==> config.mk <==
export PLATFORM = sky130hd
export DESIGN_NAME = hbpq_ctrl_flat
export DESIGN_NICKNAME = d
export VERILOG_FILES = /design/src/hw/rtl/hbpq_pkg.sv /design/src/hw/rtl/hbpq_if.sv /design/src/hw/rtl/hbpq_ctrl.sv /design/src/flat_wrapper.sv
export SDC_FILE = /design/constraint.sdc
export NUM_CORES = 1
export LEC_CHECK = 0
export BUFFER_PORTS_ARGS = -buffer_cell sky130_fd_sc_hd__buf_2
export CORE_ASPECT_RATIO = 1.75
export CORE_UTILIZATION = 50
export CTS_CLUSTER_DIAMETER = 30
export DETAILED_ROUTE_END_ITERATION = 8
export PLACE_DENSITY = 0.75
export SYNTH_ARGS = -nofsm -noshare
export SYNTH_HDL_FRONTEND = slang
export SYNTH_SLANG_ARGS = --single-unit
export TNS_END_PERCENT = 30
==> constraint.sdc <==
create_clock -name i_clk -period 16.55 [get_ports i_clk]
set_clock_uncertainty 0.2 [all_clocks]
set_input_delay 3.31 -clock i_clk [delete_from_list [all_inputs] [get_ports i_clk]]
set_output_delay 3.31 -clock i_clk [all_outputs]
set_load 0.03 [all_outputs]
==> src/hw/rtl/hbpq_pkg.sv <==
// ============================================================================
// hbpq_pkg
// shared types, codes and the ordering function of the binary heap queue
// ============================================================================
package hbpq_pkg;

    localparam int unsigned VAL_W   = 32;   // key width
    localparam int unsigned REQ_W   = 2;    // request code width
    localparam int unsigned PADDR_W = 3;    // config byte address width
    localparam int unsigned PDATA_W = 32;   // config data width

    // request codes, code 3 is unused and ignored
    localparam logic [REQ_W-1:0] REQ_INSERT  = 2'd0;
    localparam logic [REQ_W-1:0] REQ_EXTRACT = 2'd1;
    localparam logic [REQ_W-1:0] REQ_PEEK    = 2'd2;

    // config register indexes and reset values
    localparam logic REG_MIN_MODE = 1'b0;
    localparam logic MIN_MODE_RST = 1'b1;

    typedef enum logic [1:0] {
        ST_OK    = 2'd0,
        ST_EMPTY = 2'd1,
        ST_FULL  = 2'd2
    } t_status;

    typedef enum logic [2:0] {
        S_IDLE,
        S_UP_RD,
        S_UP_CMP,
        S_DN_LOAD,
        S_DN_RD,
        S_DN_CMP,
        S_PEEK,
        S_RESP
    } t_state;

    // true when key a belongs above key b in the selected order
    function automatic logic key_above(
        input logic signed [VAL_W-1:0] a,
        input logic signed [VAL_W-1:0] b,
        input logic                    min_mode
    );
        return min_mode ? (a < b) : (a > b);
    endfunction

endpackage

==> src/hw/rtl/hbpq_if.sv <==
// ============================================================================
// hbpq request and response channels
// valid/ready channels that carry heap requests and their results
// ============================================================================
interface hbpq_req_if import hbpq_pkg::*; ();
    logic                    valid;
    logic                    ready;
    logic [REQ_W-1:0]        req_type;
    logic signed [VAL_W-1:0] value;

    modport source (output valid, output req_type, output value, input ready);
    modport sink   (input valid, input req_type, input value, output ready);
endinterface

interface hbpq_rsp_if import hbpq_pkg::*; #(
    parameter int unsigned CNT_W = 9
) ();
    logic                    valid;
    logic                    ready;
    logic signed [VAL_W-1:0] top_value;
    logic [1:0]              status;
    logic [CNT_W-1:0]        count;

    modport source (output valid, output top_value, output status, output count,
                    input ready);
    modport sink   (input valid, input top_value, input status, input count,
                    output ready);
endinterface

==> src/hw/rtl/hbpq_ctrl.sv <==
// ============================================================================
// hbpq_ctrl
// request sequencer: sift-up and sift-down walks over the key store
// ============================================================================
module hbpq_ctrl import hbpq_pkg::*; #(
    parameter int unsigned CAPACITY = 256,
    parameter int unsigned ADDR_W   = 8,
    parameter int unsigned CNT_W    = 9
) (
    input  logic                    i_clk,
    input  logic                    i_rst_n,
    input  logic                    i_min_mode,
    hbpq_req_if.sink                i_req,
    hbpq_rsp_if.source              o_rsp,
    output logic                    o_we,
    output logic [ADDR_W-1:0]       o_waddr,
    output logic signed [VAL_W-1:0] o_wdata,
    output logic [ADDR_W-1:0]       o_raddr_a,
    output logic [ADDR_W-1:0]       o_raddr_b,
    input  logic signed [VAL_W-1:0] i_rdata_a,
    input  logic signed [VAL_W-1:0] i_rdata_b
);

    localparam int unsigned IDX_W = ADDR_W + 2;

    t_state                  r_state, n_state;
    logic [CNT_W-1:0]        r_count, n_count;
    logic [ADDR_W-1:0]       r_pos, n_pos;
    logic signed [VAL_W-1:0] r_key, n_key;
    logic signed [VAL_W-1:0] r_top, n_top;
    t_status                 r_status, n_status;
    logic                    r_ovalid, n_ovalid;
    logic signed [VAL_W-1:0] r_otop, n_otop;
    t_status                 r_ostatus, n_ostatus;
    logic [CNT_W-1:0]        r_ocount, n_ocount;

    logic                    w_accept;
    logic                    w_full, w_empty;
    logic                    w_slot_free;
    logic [ADDR_W-1:0]       w_parent;
    logic [ADDR_W-1:0]       w_last;
    logic [IDX_W-1:0]        w_lc, w_rc, w_n;
    logic                    w_lc_ok, w_rc_ok;
    logic                    w_u_up, w_l_up, w_r_up, w_move;
    logic signed [VAL_W-1:0] w_bestv;
    logic [ADDR_W-1:0]       w_bidx;

    assign i_req.ready = (r_state == S_IDLE);
    assign w_accept    = i_req.valid && i_req.ready;
    assign w_full      = (r_count == CNT_W'(CAPACITY));
    assign w_empty     = (r_count == '0);
    assign w_slot_free = !r_ovalid || o_rsp.ready;

    assign w_parent = ADDR_W'((r_pos - ADDR_W'(1)) >> 1);
    assign w_last   = ADDR_W'(r_count - CNT_W'(1));
    assign w_lc     = {1'b0, r_pos, 1'b1};
    assign w_rc     = w_lc + IDX_W'(1);
    assign w_n      = IDX_W'(r_count);
    assign w_lc_ok  = (w_lc < w_n);
    assign w_rc_ok  = (w_rc < w_n);

    // sift-up: moving key against its parent
    assign w_u_up  = key_above(r_key, i_rdata_a, i_min_mode);
    // sift-down: left child first, right child against the winner
    assign w_l_up  = key_above(i_rdata_a, r_key, i_min_mode);
    assign w_bestv = w_l_up ? i_rdata_a : r_key;
    assign w_r_up  = w_rc_ok && key_above(i_rdata_b, w_bestv, i_min_mode);
    assign w_move  = w_l_up || w_r_up;
    assign w_bidx  = w_r_up ? w_rc[ADDR_W-1:0] : w_lc[ADDR_W-1:0];

    // next state
    always_comb begin
        n_state = r_state;
        unique case (r_state)
            S_IDLE: begin
                if (w_accept) begin
                    unique case (i_req.req_type)
                        REQ_INSERT:  n_state = w_full  ? S_RESP : S_UP_RD;
                        REQ_EXTRACT: n_state = w_empty ? S_RESP : S_DN_LOAD;
                        REQ_PEEK:    n_state = w_empty ? S_RESP : S_PEEK;
                        default:     n_state = S_RESP;
                    endcase
                end
            end
            S_UP_RD:   n_state = (r_pos == '0) ? S_RESP : S_UP_CMP;
            S_UP_CMP:  n_state = w_u_up ? S_UP_RD : S_RESP;
            S_DN_LOAD: n_state = S_DN_RD;
            S_DN_RD:   n_state = w_lc_ok ? S_DN_CMP : S_RESP;
            S_DN_CMP:  n_state = w_move ? S_DN_RD : S_RESP;
            S_PEEK:    n_state = S_RESP;
            S_RESP:    n_state = w_slot_free ? S_IDLE : S_RESP;
            default:   n_state = S_IDLE;
        endcase
    end

    // datapath, memory port and result register
    always_comb begin
        n_count   = r_count;
        n_pos     = r_pos;
        n_key     = r_key;
        n_top     = r_top;
        n_status  = r_status;
        n_ovalid  = r_ovalid && !o_rsp.ready;
        n_otop    = r_otop;
        n_ostatus = r_ostatus;
        n_ocount  = r_ocount;
        o_we      = 1'b0;
        o_waddr   = r_pos;
        o_wdata   = r_key;
        o_raddr_a = '0;
        o_raddr_b = '0;
        unique case (r_state)
            S_IDLE: begin
                if (w_accept) begin
                    n_top    = '0;
                    n_status = ST_OK;
                    unique case (i_req.req_type)
                        REQ_INSERT: begin
                            if (w_full) begin
                                n_status = ST_FULL;
                            end else begin
                                n_pos   = ADDR_W'(r_count);
                                n_key   = i_req.value;
                                n_count = r_count + CNT_W'(1);
                            end
                        end
                        REQ_EXTRACT: begin
                            if (w_empty) begin
                                n_status = ST_EMPTY;
                            end else begin
                                n_count   = r_count - CNT_W'(1);
                                o_raddr_a = '0;
                                o_raddr_b = w_last;
                            end
                        end
                        REQ_PEEK: begin
                            if (w_empty) begin
                                n_status = ST_EMPTY;
                            end
                        end
                        default: begin
                            n_status = ST_OK;
                        end
                    endcase
                end
            end
            S_UP_RD: begin
                if (r_pos == '0) begin
                    o_we = 1'b1;
                end else begin
                    o_raddr_a = w_parent;
                end
            end
            S_UP_CMP: begin
                o_we = 1'b1;
                if (w_u_up) begin
                    o_wdata = i_rdata_a;
                    n_pos   = w_parent;
                end
            end
            S_DN_LOAD: begin
                n_top = i_rdata_a;
                n_key = i_rdata_b;
                n_pos = '0;
            end
            S_DN_RD: begin
                if (w_lc_ok) begin
                    o_raddr_a = w_lc[ADDR_W-1:0];
                    o_raddr_b = w_rc[ADDR_W-1:0];
                end else begin
                    o_we = 1'b1;
                end
            end
            S_DN_CMP: begin
                o_we = 1'b1;
                if (w_move) begin
                    o_wdata = w_r_up ? i_rdata_b : i_rdata_a;
                    n_pos   = w_bidx;
                end
            end
            S_PEEK: begin
                n_top = i_rdata_a;
            end
            S_RESP: begin
                if (w_slot_free) begin
                    n_ovalid  = 1'b1;
                    n_otop    = r_top;
                    n_ostatus = r_status;
                    n_ocount  = r_count;
                end
            end
            default: begin
                o_we = 1'b0;
            end
        endcase
    end

    always_ff @(posedge i_clk) begin
        if (!i_rst_n) begin
            r_state  <= S_IDLE;
            r_count  <= '0;
            r_ovalid <= 1'b0;
        end else begin
            r_state  <= n_state;
            r_count  <= n_count;
            r_ovalid <= n_ovalid;
        end
    end

    always_ff @(posedge i_clk) begin
        r_pos     <= n_pos;
        r_key     <= n_key;
        r_top     <= n_top;
        r_status  <= n_status;
        r_otop    <= n_otop;
        r_ostatus <= n_ostatus;
        r_ocount  <= n_ocount;
    end

    assign o_rsp.valid     = r_ovalid;
    assign o_rsp.top_value = r_otop;
    assign o_rsp.status    = r_ostatus;
    assign o_rsp.count     = r_ocount;

    a_count_bound: assert property (@(posedge i_clk) disable iff (!i_rst_n)
        r_count <= CNT_W'(CAPACITY))
        else $error("entry count above capacity");

    a_dn_child: assert property (@(posedge i_clk) disable iff (!i_rst_n)
        (r_state == S_DN_CMP) |-> w_lc_ok)
        else $error("sift-down compare without a left child");

    a_up_pos: assert property (@(posedge i_clk) disable iff (!i_rst_n)
        (r_state == S_UP_CMP) |-> ((r_pos != '0) && (IDX_W'(r_pos) < w_n)))
        else $error("sift-up compare at root or beyond count");

    a_load_after_idle: assert property (@(posedge i_clk) disable iff (!i_rst_n)
        (r_state == S_PEEK || r_state == S_DN_LOAD) |-> ($past(r_state) == S_IDLE))
        else $error("root read data used without a read from idle");

endmodule

==> src/flat_wrapper.sv <==
// flat-port wrapper written by rule: the top's interface ports become plain ports
module hbpq_ctrl_flat import hbpq_pkg::*;
#(
    parameter int unsigned CAPACITY = 256,
    parameter int unsigned ADDR_W   = 8,
    parameter int unsigned CNT_W    = 9
)
  (i_clk, i_rst_n, i_min_mode, o_we, o_waddr, o_wdata, o_raddr_a, o_raddr_b, i_rdata_a, i_rdata_b, i_req_valid, i_req_req_type, i_req_value, i_req_ready, o_rsp_valid, o_rsp_top_value, o_rsp_status, o_rsp_count, o_rsp_ready);
  hbpq_req_if i_req_i ();
  hbpq_rsp_if #(.CNT_W(CNT_W)) o_rsp_i ();
  input  logic i_clk;
  input  logic i_rst_n;
  input  logic i_min_mode;
  output logic o_we;
  output logic [ADDR_W-1:0] o_waddr;
  output logic signed [VAL_W-1:0] o_wdata;
  output logic [ADDR_W-1:0] o_raddr_a;
  output logic [ADDR_W-1:0] o_raddr_b;
  input  logic signed [VAL_W-1:0] i_rdata_a;
  input  logic signed [VAL_W-1:0] i_rdata_b;
  input wire logic [$bits(i_req_i.valid)-1:0] i_req_valid;
  input wire logic [$bits(i_req_i.req_type)-1:0] i_req_req_type;
  input wire logic [$bits(i_req_i.value)-1:0] i_req_value;
  output wire logic [$bits(i_req_i.ready)-1:0] i_req_ready;
  output wire logic [$bits(o_rsp_i.valid)-1:0] o_rsp_valid;
  output wire logic [$bits(o_rsp_i.top_value)-1:0] o_rsp_top_value;
  output wire logic [$bits(o_rsp_i.status)-1:0] o_rsp_status;
  output wire logic [$bits(o_rsp_i.count)-1:0] o_rsp_count;
  input wire logic [$bits(o_rsp_i.ready)-1:0] o_rsp_ready;
  assign i_req_i.valid = i_req_valid;
  assign i_req_i.req_type = i_req_req_type;
  assign i_req_i.value = i_req_value;
  assign i_req_ready = i_req_i.ready;
  assign o_rsp_valid = o_rsp_i.valid;
  assign o_rsp_top_value = o_rsp_i.top_value;
  assign o_rsp_status = o_rsp_i.status;
  assign o_rsp_count = o_rsp_i.count;
  assign o_rsp_i.ready = o_rsp_ready;
  hbpq_ctrl #(.CAPACITY(CAPACITY), .ADDR_W(ADDR_W), .CNT_W(CNT_W)) u_core (.i_clk(i_clk), .i_rst_n(i_rst_n), .i_min_mode(i_min_mode), .i_req(i_req_i), .o_rsp(o_rsp_i), .o_we(o_we), .o_waddr(o_waddr), .o_wdata(o_wdata), .o_raddr_a(o_raddr_a), .o_raddr_b(o_raddr_b), .i_rdata_a(i_rdata_a), .i_rdata_b(i_rdata_b));
endmodule
### Word level (Yosys, flattened, before mapping)

Index checks and enable logic that the tools add are counted.

* output and inout bits: 102
* register bits after elaboration: 130
* input bits: 103

* mux-type cells: 51
* eq/ne operators: 17
* reduce and logical (&&, ||, !) cells: 24
* $add $sub $neg: 4
* $lt $le $gt $ge: 8

Operators with widths (number)
* 2-to-1 mux 32 bit: 8
* one-hot mux 32 bit (2 select lines): 3
* > comparator 32 bit: 3
* < comparator 32 bit: 3
* 2-to-1 mux 8 bit: 11
* one-hot mux 8 bit (2 select lines): 2
* one-hot mux 8 bit (4 select lines): 1
* one-hot mux 3 bit (8 select lines): 1
* 2-to-1 mux 3 bit: 6
* 2-to-1 mux 9 bit: 2
* one-hot mux 9 bit (2 select lines): 1
* == test 3 bit (second input constant): 4
* adder 9 x 1 -> 10 bit (second input constant): 1
* < comparator 10 x 9 -> 1 bit: 1
* inequality test 2 bit (second input constant): 5
* adder 9 x 1 -> 9 bit (second input constant): 1
* == test 9 bit (second input constant): 1
* zero test 9 bit: 1
* < comparator 9 bit: 1
* 2-to-1 mux 1 bit: 9
* one-hot mux 3 bit (3 select lines): 1
* subtractor 9 x 1 -> 9 bit (second input constant): 1
* zero test 8 bit: 1
* subtractor 8 x 1 -> 8 bit (second input constant): 1
* other kinds (21): 35

### Logic depth before layout (Yosys ltp)

Gate-level depths: netlist of run 1.

* depth after elaboration: 9
* depth in mapped cells: 23

### Least setup slack after synthesis of run 1

Ideal clock, no wire load.

* path kind: input -> output
* from: input i_rdata_a[19]
* to: output o_wdata[0]
* required time: 13040 ps
* stages on the path: 20
* setup slack: 4912 ps
* buffers on the path: 3
* data arrival time: 8128 ps
* path through: ha_1 and3_1 a221o_1 a221o_1 a22oi_2 mux2_2 buf_2 buf_1 a21oi_1 ha_1 a41oi_1 o21ai_0 a221oi_1 o21ai_1 a21oi_1 mux2i_4 nand2_1 o22ai_1 buf_2 a221o_1

* longest elaborated chain between the ends: 9
* elaborated cells on any way between the ends: 16

Ends and longest elaborated chain
* start, declared: line flat_wrapper.sv:19 `input logic signed [VAL_W-1:0] i_rdata_a;`
* > comparator 32 bit / < comparator 32 bit (equally long branches): line hbpq_pkg.sv:44 `return min_mode ? (a < b) : (a > b);`
* 2-to-1 mux 1 bit: line hbpq_pkg.sv:44
* 2-to-1 mux 32 bit: line hbpq_ctrl.sv:66 `assign w_bestv = w_l_up ? i_rdata_a : r_key;`
* > comparator 32 bit / < comparator 32 bit (equally long branches): line hbpq_pkg.sv:44
* 2-to-1 mux 1 bit: line hbpq_pkg.sv:44
* logical AND 1 bit: line hbpq_ctrl.sv:67 `assign w_r_up = w_rc_ok && key_above(i_rdata_b, w_bestv, i_min_mode);`
* 2-to-1 mux 32 bit / logical OR 1 bit (equally long branches): line hbpq_ctrl.sv:177, hbpq_ctrl.sv:68
* 2-to-1 mux 32 bit: line hbpq_ctrl.sv:176 `if (w_move) begin`
* one-hot mux 32 bit (2 select lines) (*): line hbpq_ctrl.sv:112 `unique case (r_state)`
* end, declared: line flat_wrapper.sv:16 `output logic signed [VAL_W-1:0] o_wdata;`

Every way passes the cells marked *; elsewhere a longest branch is shown, timed or not.

### Worst setup path in the final report of run 1

* from: input i_rdata_a[31]
* to: output o_wdata[22]

Same word-level chain as after synthesis.

==> metrics.txt, run 1 <==
CP endpoint kind=output pin; Least-Margin Pin Slew=947 ps; post-cts sizing count=0; hold path start=u_core.r_top[20]; dominant cell type by area after synthesis=edfxtp_1; Adder-Cell Fraction of Synth Area=0.126; area growth from synthesis to layout=20.5%; Routed WL=24.8 mm; final setup fails=0; dpl cells=1,248; Worst path most repeated cell=nand4_1; final-stage net count=1,231; via count=7,690; top-level port count=205; clock sinks=130; Post-Synthesis Cells=855; Post-Synth Simple-Gate Area=0.131; all-layer global routing usage=0.283; Yosys cell types=60; mean routed wirelength per cell=19.4 µm; Iteration-0 DRC Markers=370; drt first pass iters=5; number of synthesized flops with an enable pin=117; die area=18,100 µm²; CP Cell Sequence=buf_2 > ha_1 > nand4_1 > nor4_1 > and3_1 > o31ai_1 > a22oi_2 > mux2_2 > buf_4 > a21oi_1 > ha_1 > nand4_1 > nor4_1 > a31oi_1 > nand4_1 > mux2i_1 > mux2i_4 > and3_1 > buf_4 > a221o_1 > buf_2; critical path data arrival time=9550 ps; TritonCTS buffer count=17; r2r setup slk=10,240 ps; clk slew on worst S/H paths=60 ps; P_leak=4.62 nW; CP peak stage delay=610 ps; Max Freq=76.6 MHz; Critical Path Source=i_rdata_a[31]; worst-path cell with the longest stage delay=nor4_1; Avg Inst Size Synth=10.2 µm²; setup bufs post-CTS=0; largest net degree at the start of global routing=53; Clock power frac=0.184; sw power=0.901 mW; antenna violations before repair=1; Synth Area in XOR/XNOR=0.0210; synthesis-stage register bit count=130; switch share=0.454; post-synthesis mux area share=0.0557; Initial Utilization=0.514; DP Wirelength=18.4 mm; row count=63; fin. max-slew vios=0; CTS tree=yes; Ys Warns=0; vias per inst=6.00; worst skew pair latency=420 ps; share of cells above drive strength 1=0.276; Worst Setup Path Type=in2out; Synth Flop Type=edfxtp_1; FF-to-FF End=u_core.o_waddr[1]; FF-to-FF path depth=20; Worst IR Drop VDD=103 µV; Post-Layout Cell Count=1,281; Mapped Area=8760 µm²; final RePlAce weighted congestion=0.911; FFs w/ async S/R, synth=0; status=finished clean; final hold vios=0; Syn Nets=1,046; Min Clock Period, post-route=13,060 ps; Synth top area share=0.401; first-pass GRT wire length=38.4 mm; port bufs=204; relative slew slack=0.368; Flop pwr share=0.295; WHS Endpoint=u_core.o_rsp.top_value[20]; clock root cell=clkbuf_16; combinational family with the most area after synthesis=compound AO/OA/AOI/OAI gates; Hold Path Depth=0; clk buf depth=2; DRC viols=0; Int Pwr=1.08 mW; Seq/Total Area, Yosys=0.431; RSZ-0062 raised after global routing=no; Area contributors post-synth=edfxtp_1, ha_1, a21oi_1; grt ovf=0; core box area=17,000 µm²; worst min path class=reg2reg; H-Tree Depth=4; Max Cap Violations=0; combinational share of power=0.521; Chip Height=177 µm; largest fanout on the critical path=52; CP Launch Type=primary input; cts hold-fix bufs=0; R2R Path Start=u_core.r_key[19]; Compound-Gate Fraction of Synth Area=0.188; antenna-violating nets left=0; WP data required=13,040 ps; Cell Pwr Density=188 nW/µm²; Die W=102 µm; vias in the first global route=7,443; period utilization=0.789; TNS Setup=0 ps
-- how the worst max path moves through the flow --
stage,endpoint,slack [ps],cells after the start
floorplan,o_wdata[0],4910,20
detailed placement,o_wdata[30],3490,22
finish,o_wdata[22],3490,21
CTS,o_wdata[30],3470,22
global route,o_wdata[15],2920,21
global placement,o_wdata[28],3560,22
-- through the flow --
step                cell area (µm²)  power, mW  hold slack, ps  utilization  setup WS [ps]
floorplan                      8760       1.31             200            -           4910
CTS                           10600       1.99             215        0.620           3470
global placement               9980       1.60             201        0.586           3560
global route                  10600       2.10             224        0.620           2920
finish                        10600       1.98             215        0.620           3490
detailed placement             9980       1.62             205        0.586           3490
-- area by class of cell --
cell class / count / area [µm²]
Fill cell: 1503 / 6470
Multi-Input combinational cell: 621 / 4610
Sequential cell: 130 / 3770
Timing Repair Buffer: 216 / 1110
Clock buffer: 18 / 429
Tap cell: 227 / 284
Inverter: 54 / 203
Clock inverter: 14 / 139
Antenna cell: 1 / 2.50
-- layer usage --
layer	vias up	GRT usage	share of wire
li1	3635	-	-
met1	3634	0.318	0.37
met2	338	0.498	0.53
met3	83	0.0427	0.051
met4	0	0.161	0.048
met5	-	0	0
-- power groups by stage --
stage | combinational [mW] | sequential [mW] | clock (mW)
final | 1.03 | 0.585 | 0.364
after global routing | 1.13 | 0.597 | 0.381
after CTS | 1.03 | 0.583 | 0.369
after detailed placement | 1.03 | 0.589 | 0
after global placement | 1.01 | 0.586 | 0
after floorplan | 0.729 | 0.580 | 0
-- cell families (layout without fill, tap and decap cells) --
| group | after synthesis | in the layout |
|---|---|---|
| adder cells (fa/ha/maj) | 88 | 88 |
| buffers and inverters | 104 | 302 |
| AO/OA/AOI/OAI | 239 | 239 |
| XOR/XNOR | 21 | 21 |
| other | 0 | 1 |
| multiplexers | 43 | 43 |
| AND/OR/NAND/NOR | 230 | 230 |
| flip-flops | 130 | 130 |
-- critical path, delay by kind of cell --
| kind | cells | cell delay [ps] |
|---|---|---|
| buffers and inverters | 4 | 1230 |
| multiplexers | 3 | 950 |
| AND/OR/NAND/NOR | 7 | 2420 |
| adder cells (fa/ha/maj) | 2 | 670 |
| AO/OA/AOI/OAI | 5 | 940 |
-- Yosys cell counts, types with 16 or more instances --
cell / count
nand3_1: 16
a21oi_1: 79
mux2_2: 33
nand2_1: 45
inv_1: 53
ha_1: 88
o21ai_0: 39
a22o_1: 31
a221o_1: 34
edfxtp_1: 117
clkbuf_1: 32
nor2_1: 67
and3_1: 40
-- cell usage in the layout (no fill, tap or decap), types with 17 or more instances in the layout --
master / n
clkbuf_16: 17
o21ai_0: 39
and3_1: 40
a221o_1: 34
mux2_2: 33
buf_2: 204
inv_1: 53
a21oi_1: 78
a22o_1: 31
edfxtp_1: 117
ha_1: 88
nand2_1: 44
nor2_1: 66
-- sequential cells by signal (all words and copies together) (netlist names) --
name,flops
u_core.o_waddr,8
u_core.r_top,32
u_core.r_state,3
u_core.r_status,2
u_core.o_rsp.valid,1
u_core.o_rsp.count,9
u_core.o_rsp.top_value,32
u_core.r_count,9
u_core.o_rsp.status,2
u_core.r_key,32
Note: power is estimated with default switching activity, not from simulation.
==> run 2: changes to the inputs <==
--- a/config.mk
+++ b/config.mk
@@ -10,7 +10,7 @@
 export CORE_UTILIZATION = 50
 export CTS_CLUSTER_DIAMETER = 30
 export DETAILED_ROUTE_END_ITERATION = 8
-export PLACE_DENSITY = 0.75
+export PLACE_DENSITY = 0.78
 export SYNTH_ARGS = -nofsm -noshare
 export SYNTH_HDL_FRONTEND = slang
 export SYNTH_SLANG_ARGS = --single-unit
==> constraint.sdc (replaced) <==
create_clock -name i_clk -period 11.5 [get_ports i_clk]
set_clock_uncertainty 0.2 [all_clocks]
set_input_delay 2.3 -clock i_clk [delete_from_list [all_inputs] [get_ports i_clk]]
set_output_delay 2.3 -clock i_clk [all_outputs]
set_load 0.03 [all_outputs]
==> run 2 against run 1 <==
Sequential power rose by 45%; global-route usage rose by 0.44 points; via count rose by 0.25%; worst hold slack improved by 2.9 ps; die area did not move; routed wire length rose by 2.6%; final cell count did not move; combinational power rose by 45%; sequential share of layout area barely moved; total power rose by 45%; count of clock-buffer cells in the layout rose by 1; largest cell class unchanged.
==> metrics.txt, run 2 (synthesized netlist as in run 1, its figures left out) <==
status=finished clean (unchanged); period utilization=0.952; multi-input logic area=4610 µm² (about the same); clk buf depth=2 (unchanged); vias in the first global route=7,470 (was 7,443); drt first pass iters=7 (was 5); Initial Utilization=0.514 (unchanged); DRC viols=0 (unchanged); Post-Layout Cell Count=1,281 (unchanged); WP data required=9000 ps (was 13,040 ps); Least-Margin Pin Slew=1270 ps (was 947 ps); vias per inst=6.02 (was 6.00); clock root cell=clkbuf_16 (unchanged); FF-to-FF path depth=22 (was 20); final-stage net count=1,231 (unchanged); Worst path most repeated cell=a21oi_1 (was nand4_1); CP peak stage delay=570 ps (was 610 ps); first-pass GRT wire length=38.8 mm (was 38.4 mm); row count=63 (unchanged); TNS Setup=0 ps (unchanged); core box area=17,000 µm² (unchanged); top-level port count=205 (unchanged); relative slew slack=0.149 (was 0.368); dpl cells=1,248 (unchanged); die area=18,100 µm² (unchanged); final setup fails=0 (unchanged); Iteration-0 DRC Markers=408 (was 370); commonest non-fill, non-tap cell in the layout=buf_2 (unchanged); RSZ-0062 raised after global routing=no (unchanged); Worst IR Drop VDD=128 µV (was 103 µV); Post-DP Area=9980 µm² (about the same); clk slew on worst S/H paths=60 ps (about the same); Worst Setup Path Type=in2out (unchanged); worst min path class=reg2reg (unchanged); Max Freq=91.4 MHz; TritonCTS buffer count=17 (unchanged); mean routed wirelength per cell=19.9 µm (was 19.4 µm); share of cells above drive strength 1=0.276 (unchanged); clock sinks=130 (unchanged); Util after Layout=0.620 (about the same); highest-count cells in the layout ignoring fill and taps=buf_2, edfxtp_1, ha_1, a21oi_1, nor2_1 (unchanged); cts hold-fix bufs=0 (unchanged); via count=7,709 (was 7,690); Finished Cell Area=10,600 µm² (about the same); H-Tree Depth=4 (unchanged); final RePlAce weighted congestion=0.895 (was 0.911); DP Wirelength=18.7 mm (was 18.4 mm); CTS tree=yes (unchanged); register area=3770 µm² (unchanged); FILL cells=1,452 (was 1,503); port bufs=204 (unchanged); Die W=102 µm (unchanged); largest net degree at the start of global routing=48 (was 53); antenna violations before repair=1 (unchanged); area growth from synthesis to layout=20.5% (about the same); grt ovf=0 (unchanged); CP endpoint kind=output pin (unchanged); critical path data arrival time=8440 ps (was 9550 ps); worst-path cell with the longest stage delay=nor2_2 (was nor4_1); Cell Pwr Density=273 nW/µm² (was 188 nW/µm²); Chip Height=177 µm (unchanged); Routed WL=25.4 mm (was 24.8 mm); worst skew pair latency=430 ps (was 420 ps); fin. max-slew vios=0 (unchanged); all-layer global routing usage=0.287 (was 0.283); antenna-violating nets left=0 (unchanged); P_leak=4.63 nW (was 4.62 nW); largest fanout on the critical path=43 (was 52); final hold vios=0 (unchanged); CP Launch Type=primary input (unchanged); CP Cell Sequence=buf_2 > ha_1 > nand4_1 > nor4_1 > a21boi_0 > o31ai_1 > a22oi_2 > mux2_4 > buf_4 > nor2_1 > a21oi_1 > ha_1 > a21oi_1 > o21ai_0 > a221oi_1 > o21ai_1 > a21oi_1 > mux2i_4 > nor2_2 > buf_4 > a221oi_1 > o21ai_0 > buf_2 (was buf_2 > ha_1 > nand4_1 > nor4_1 > and3_1 > o31ai_1 > a22oi_2 > mux2_2 > buf_4 > a21oi_1 > ha_1 > nand4_1 > nor4_1 > a31oi_1 > nand4_1 > mux2i_1 > mux2i_4 > and3_1 > buf_4 > a221o_1 > buf_2); Hold Path Depth=0 (unchanged); Max Cap Violations=0 (unchanged); Power, Total=2.88 mW (was 1.98 mW); Min Clock Period, post-route=10,940 ps
-- run 2: where the power goes --
| part | leakage (nW) | internal, mW | switching, mW | total (mW) |
|---|---|---|---|---|
| Combinational | 3.15 | 0.512 | 0.983 | 1.49 |
| Clock | 0.275 | 0.319 | 0.220 | 0.539 |
| Sequential | 1.21 | 0.731 | 0.119 | 0.850 |
-- run 2: path summary, 6_finish.rpt --
check | from | slack, ps | end
max | i_rdata_a[15] | 560 | o_wdata[30]
min | u_core.r_top[21] | 220 | u_core.o_rsp.top_value[21]
max reg2reg | u_core.r_key[14] | 5360 | u_core.o_waddr[7]
min reg2reg | u_core.r_top[21] | 220 | u_core.o_rsp.top_value[21]
-- run 2: per-stage QoR --
step	worst slack [ps]	hold WS, ps
floorplan	1880	200
global placement	375	201
detailed placement	302	205
CTS	286	216
global route	255	222
finish	556	218
-- run 2: layer usage --
metal | GRT usage | part of all wire | vias to the layer above
met5 | 0 | 0 | -
li1 | - | - | 3631
met3 | 0.0458 | 0.053 | 65
met2 | 0.515 | 0.53 | 326
met4 | 0.146 | 0.039 | 0
met1 | 0.320 | 0.37 | 3687
-- run 2: timing repair --
action,in CTS,in global routing
setup endpoints to repair,0,1
resized for setup,0,1
setup buffers,0,0
-- run 2: final cells by class --
cell class | instances | area share
multi-input combinational | 621 | 0.437
clock buffer | 19 | 0.0410
tap | 227 | 0.0269
clock inverter | 13 | 0.0130
sequential | 130 | 0.357
inverter | 54 | 0.0192
antenna | 1 | 0.000237
timing repair buffer | 216 | 0.105
-- run 2: worst max-delay path: cells and delay by family --
family	cells	cell delay, ps
and+or+nand+nor	4	1390
AOI/OAI and AO/OA	11	2380
muxes	2	620
buffers and inverters	4	1170
adders and majority gates	2	560
==> run 3: changes to the inputs <==
--- a/config.mk
+++ b/config.mk
@@ -10,6 +10,7 @@
 export CORE_UTILIZATION = 50
 export CTS_CLUSTER_DIAMETER = 30
 export DETAILED_ROUTE_END_ITERATION = 8
+export GPL_TIMING_DRIVEN = 0
 export PLACE_DENSITY = 0.78
 export SYNTH_ARGS = -nofsm -noshare
 export SYNTH_HDL_FRONTEND = slang
==> run 3 against run 2 <==
Routed wire length increased by 3.1%; total power up 3.7%; non-clock buffer count grew 43; largest cell class unchanged; global-route usage grew 0.39 points; the run now ends with design-rule violations left; highest routed layer unchanged; critical path type unchanged; sequential power is 5.8% lower.
==> metrics.txt, run 3 (synthesized netlist as in run 1, its figures left out) <==
failing checks=design-rule violations; FF-to-FF path depth=22 (unchanged); Initial Utilization=0.514 (unchanged); status=finished, violations left (was finished clean); final-stage net count=1,274 (was 1,231); cts hold-fix bufs=0 (unchanged); vias in the first global route=7,550 (was 7,470); Max Cap Violations=0 (unchanged); Min Clock Period, post-route=10,850 ps (was 10,940 ps); worst-path cell with the longest stage delay=nor4_2 (was nor2_2); period utilization=0.944 (was 0.952); row count=63 (unchanged); clk buf depth=2 (unchanged); clock sinks=130 (unchanged); final hold vios=0 (unchanged); Worst path most repeated cell=buf_2 (was a21oi_1); highest-count cells in the layout ignoring fill and taps=buf_2, edfxtp_1, ha_1, a21oi_1, nor2_1 (unchanged); area growth from synthesis to layout=23.4% (was 20.5%); grt ovf=0 (unchanged); CP Cell Sequence=buf_2 > ha_1 > nand4_1 > nor4_2 > a21boi_0 > o31ai_1 > a22oi_2 > mux2_2 > buf_2 > buf_1 > a21oi_1 > ha_1 > a41oi_1 > o21ai_0 > a221oi_1 > o21ai_1 > a21oi_1 > mux2i_4 > nand2_1 > o22ai_1 > buf_2 > a221o_1 > buf_2 (was buf_2 > ha_1 > nand4_1 > nor4_1 > a21boi_0 > o31ai_1 > a22oi_2 > mux2_4 > buf_4 > nor2_1 > a21oi_1 > ha_1 > a21oi_1 > o21ai_0 > a221oi_1 > o21ai_1 > a21oi_1 > mux2i_4 > nor2_2 > buf_4 > a221oi_1 > o21ai_0 > buf_2); clock root cell=clkbuf_16 (unchanged); WP data required=9000 ps (about the same); r2r setup slk=5220 ps (was 5360 ps); worst skew pair latency=440 ps (was 430 ps); top-level port count=205 (unchanged); Max Freq=92.1 MHz (was 91.4 MHz); RSZ-0062 raised after global routing=no (unchanged); Place WS=166 ps (was 302 ps); Worst IR Drop VDD=132 µV (was 128 µV); largest net degree at the start of global routing=33 (was 48); FILL cells=1,403 (was 1,452); hold path start=u_core.r_top[24] (was u_core.r_top[21]); TNS Setup=0 ps (unchanged); Power, Total=2.99 mW (was 2.88 mW); antenna-violating nets left=0 (unchanged); Top Family by Delay on Critical Path=compound AO/OA/AOI/OAI gates (unchanged); Die W=102 µm (unchanged); first-pass GRT wire length=39.1 mm (was 38.8 mm); DP Wirelength=19.7 mm (was 18.7 mm); CP peak stage delay=430 ps (was 570 ps); worst min path class=reg2reg (unchanged); clk slew on worst S/H paths=60 ps (about the same); antenna violations before repair=1 (unchanged); Cell Pwr Density=276 nW/µm² (was 273 nW/µm²); fin. max-slew vios=0 (unchanged); relative slew slack=0.294 (was 0.149); commonest non-fill, non-tap cell in the layout=buf_2 (unchanged); min setup slack post-route=647 ps (was 556 ps); Critical Path Source=i_rdata_a[15] (unchanged); final RePlAce weighted congestion=0.973 (was 0.895); mean routed wirelength per cell=19.8 µm (was 19.9 µm); CP Launch Type=primary input (unchanged); via count=7,937 (was 7,709); WHS Endpoint=u_core.o_rsp.top_value[24] (was u_core.o_rsp.top_value[21]); final setup fails=0 (unchanged); core box area=17,000 µm² (unchanged); P_leak=4.73 nW (was 4.63 nW); port bufs=204 (unchanged); Worst Setup Path Type=in2out (unchanged); share of cells above drive strength 1=0.276 (about the same); Chip Height=177 µm (unchanged); drt first pass iters=7 (unchanged); DRC viols=2 (was 0); R2R Path Start=u_core.r_key[14] (unchanged); TritonCTS buffer count=17 (unchanged); Iteration-0 DRC Markers=381 (was 408); Routed WL=26.2 mm (was 25.4 mm); Critical path buffers and inverters=5 (was 4); die area=18,100 µm² (unchanged); largest fanout on the critical path=10 (was 43); CP endpoint kind=output pin (unchanged); vias per inst=5.99 (was 6.02); FF-to-FF End=u_core.o_waddr[2] (was u_core.o_waddr[7]); all-layer global routing usage=0.291 (was 0.287); critical path data arrival time=8350 ps (was 8440 ps); Hold Path Depth=0 (unchanged); Least-Margin Pin Slew=1040 ps (was 1270 ps); CTS tree=yes (unchanged); H-Tree Depth=4 (unchanged)
==> run 3: cell types whose count changed in the layout (fill, tap and decap cells not counted), sizes merged <==
cell      before  now
buf          216  225
bufinv         2    3
clkinv         9    4
clkbuf        19   53
inv           54   57
clkinvlp       2    3
==> run 3: how the worst max path moves through the flow <==
stage	endpoint	slack [ps]	depth (start not counted)
finish	o_wdata[1]	650	23
global route	o_wdata[19]	220	25
CTS	o_wdata[19]	150	23
detailed placement	o_wdata[19]	170	23
global placement	o_wdata[19]	290	23
floorplan	o_wdata[0]	1880	20
==> run 3: where the power goes <==
| part | switching (mW) | internal, mW | total, mW |
|---|---|---|---|
| Sequential | 0.0722 | 0.729 | 0.801 |
| Combinational | 1.06 | 0.545 | 1.61 |
| Clock | 0.227 | 0.356 | 0.583 |
| Total | 1.36 | 1.63 | 2.99 |
==> run 3: per-stage QoR <==
stage	hold WS, ps	util	instances	area [µm²]
after floorplan	200	-	855	8760
after detailed placement	205	0.596	1289	10200
final	209	0.635	1324	10800
after global placement	201	0.591	1286	10100
after CTS	210	0.633	1321	10800
after global routing	221	0.635	1324	10800
==> run 3: per-layer routing <==
layer  share of wire  vias to the layer above  global-route usage
li1                -                     3724                   -
met2            0.54                      348               0.532
met4           0.044                        0               0.161
met1            0.36                     3776               0.313
met3           0.053                       89              0.0415
met5               0                        -                   0
==> run 3: layout make-up <==
| class | instances | area (µm²) | area share |
|---|---|---|---|
| multi-input cells | 621 | 4600 | 0.425 |
| flip-flops and latches | 130 | 3770 | 0.349 |
| repair buffers | 209 | 1100 | 0.102 |
| clock buffers | 19 | 453 | 0.0419 |
| well taps | 227 | 284 | 0.0263 |
| plain buffers | 50 | 225 | 0.0208 |
| inverters | 54 | 203 | 0.0187 |
| clock inverters | 13 | 174 | 0.0161 |
| diodes | 1 | 2.50 | 0.000231 |
==> run 3: timing repair <==
| action | 4_1_cts | 5_1_grt |
|---|---|---|
| endpoints found under the hold margin | 0 | 0 |
| setup endpoints to repair | 0 | 32 |
| resized for setup | 0 | 4 |
| buffers inserted | 0 | 2 |
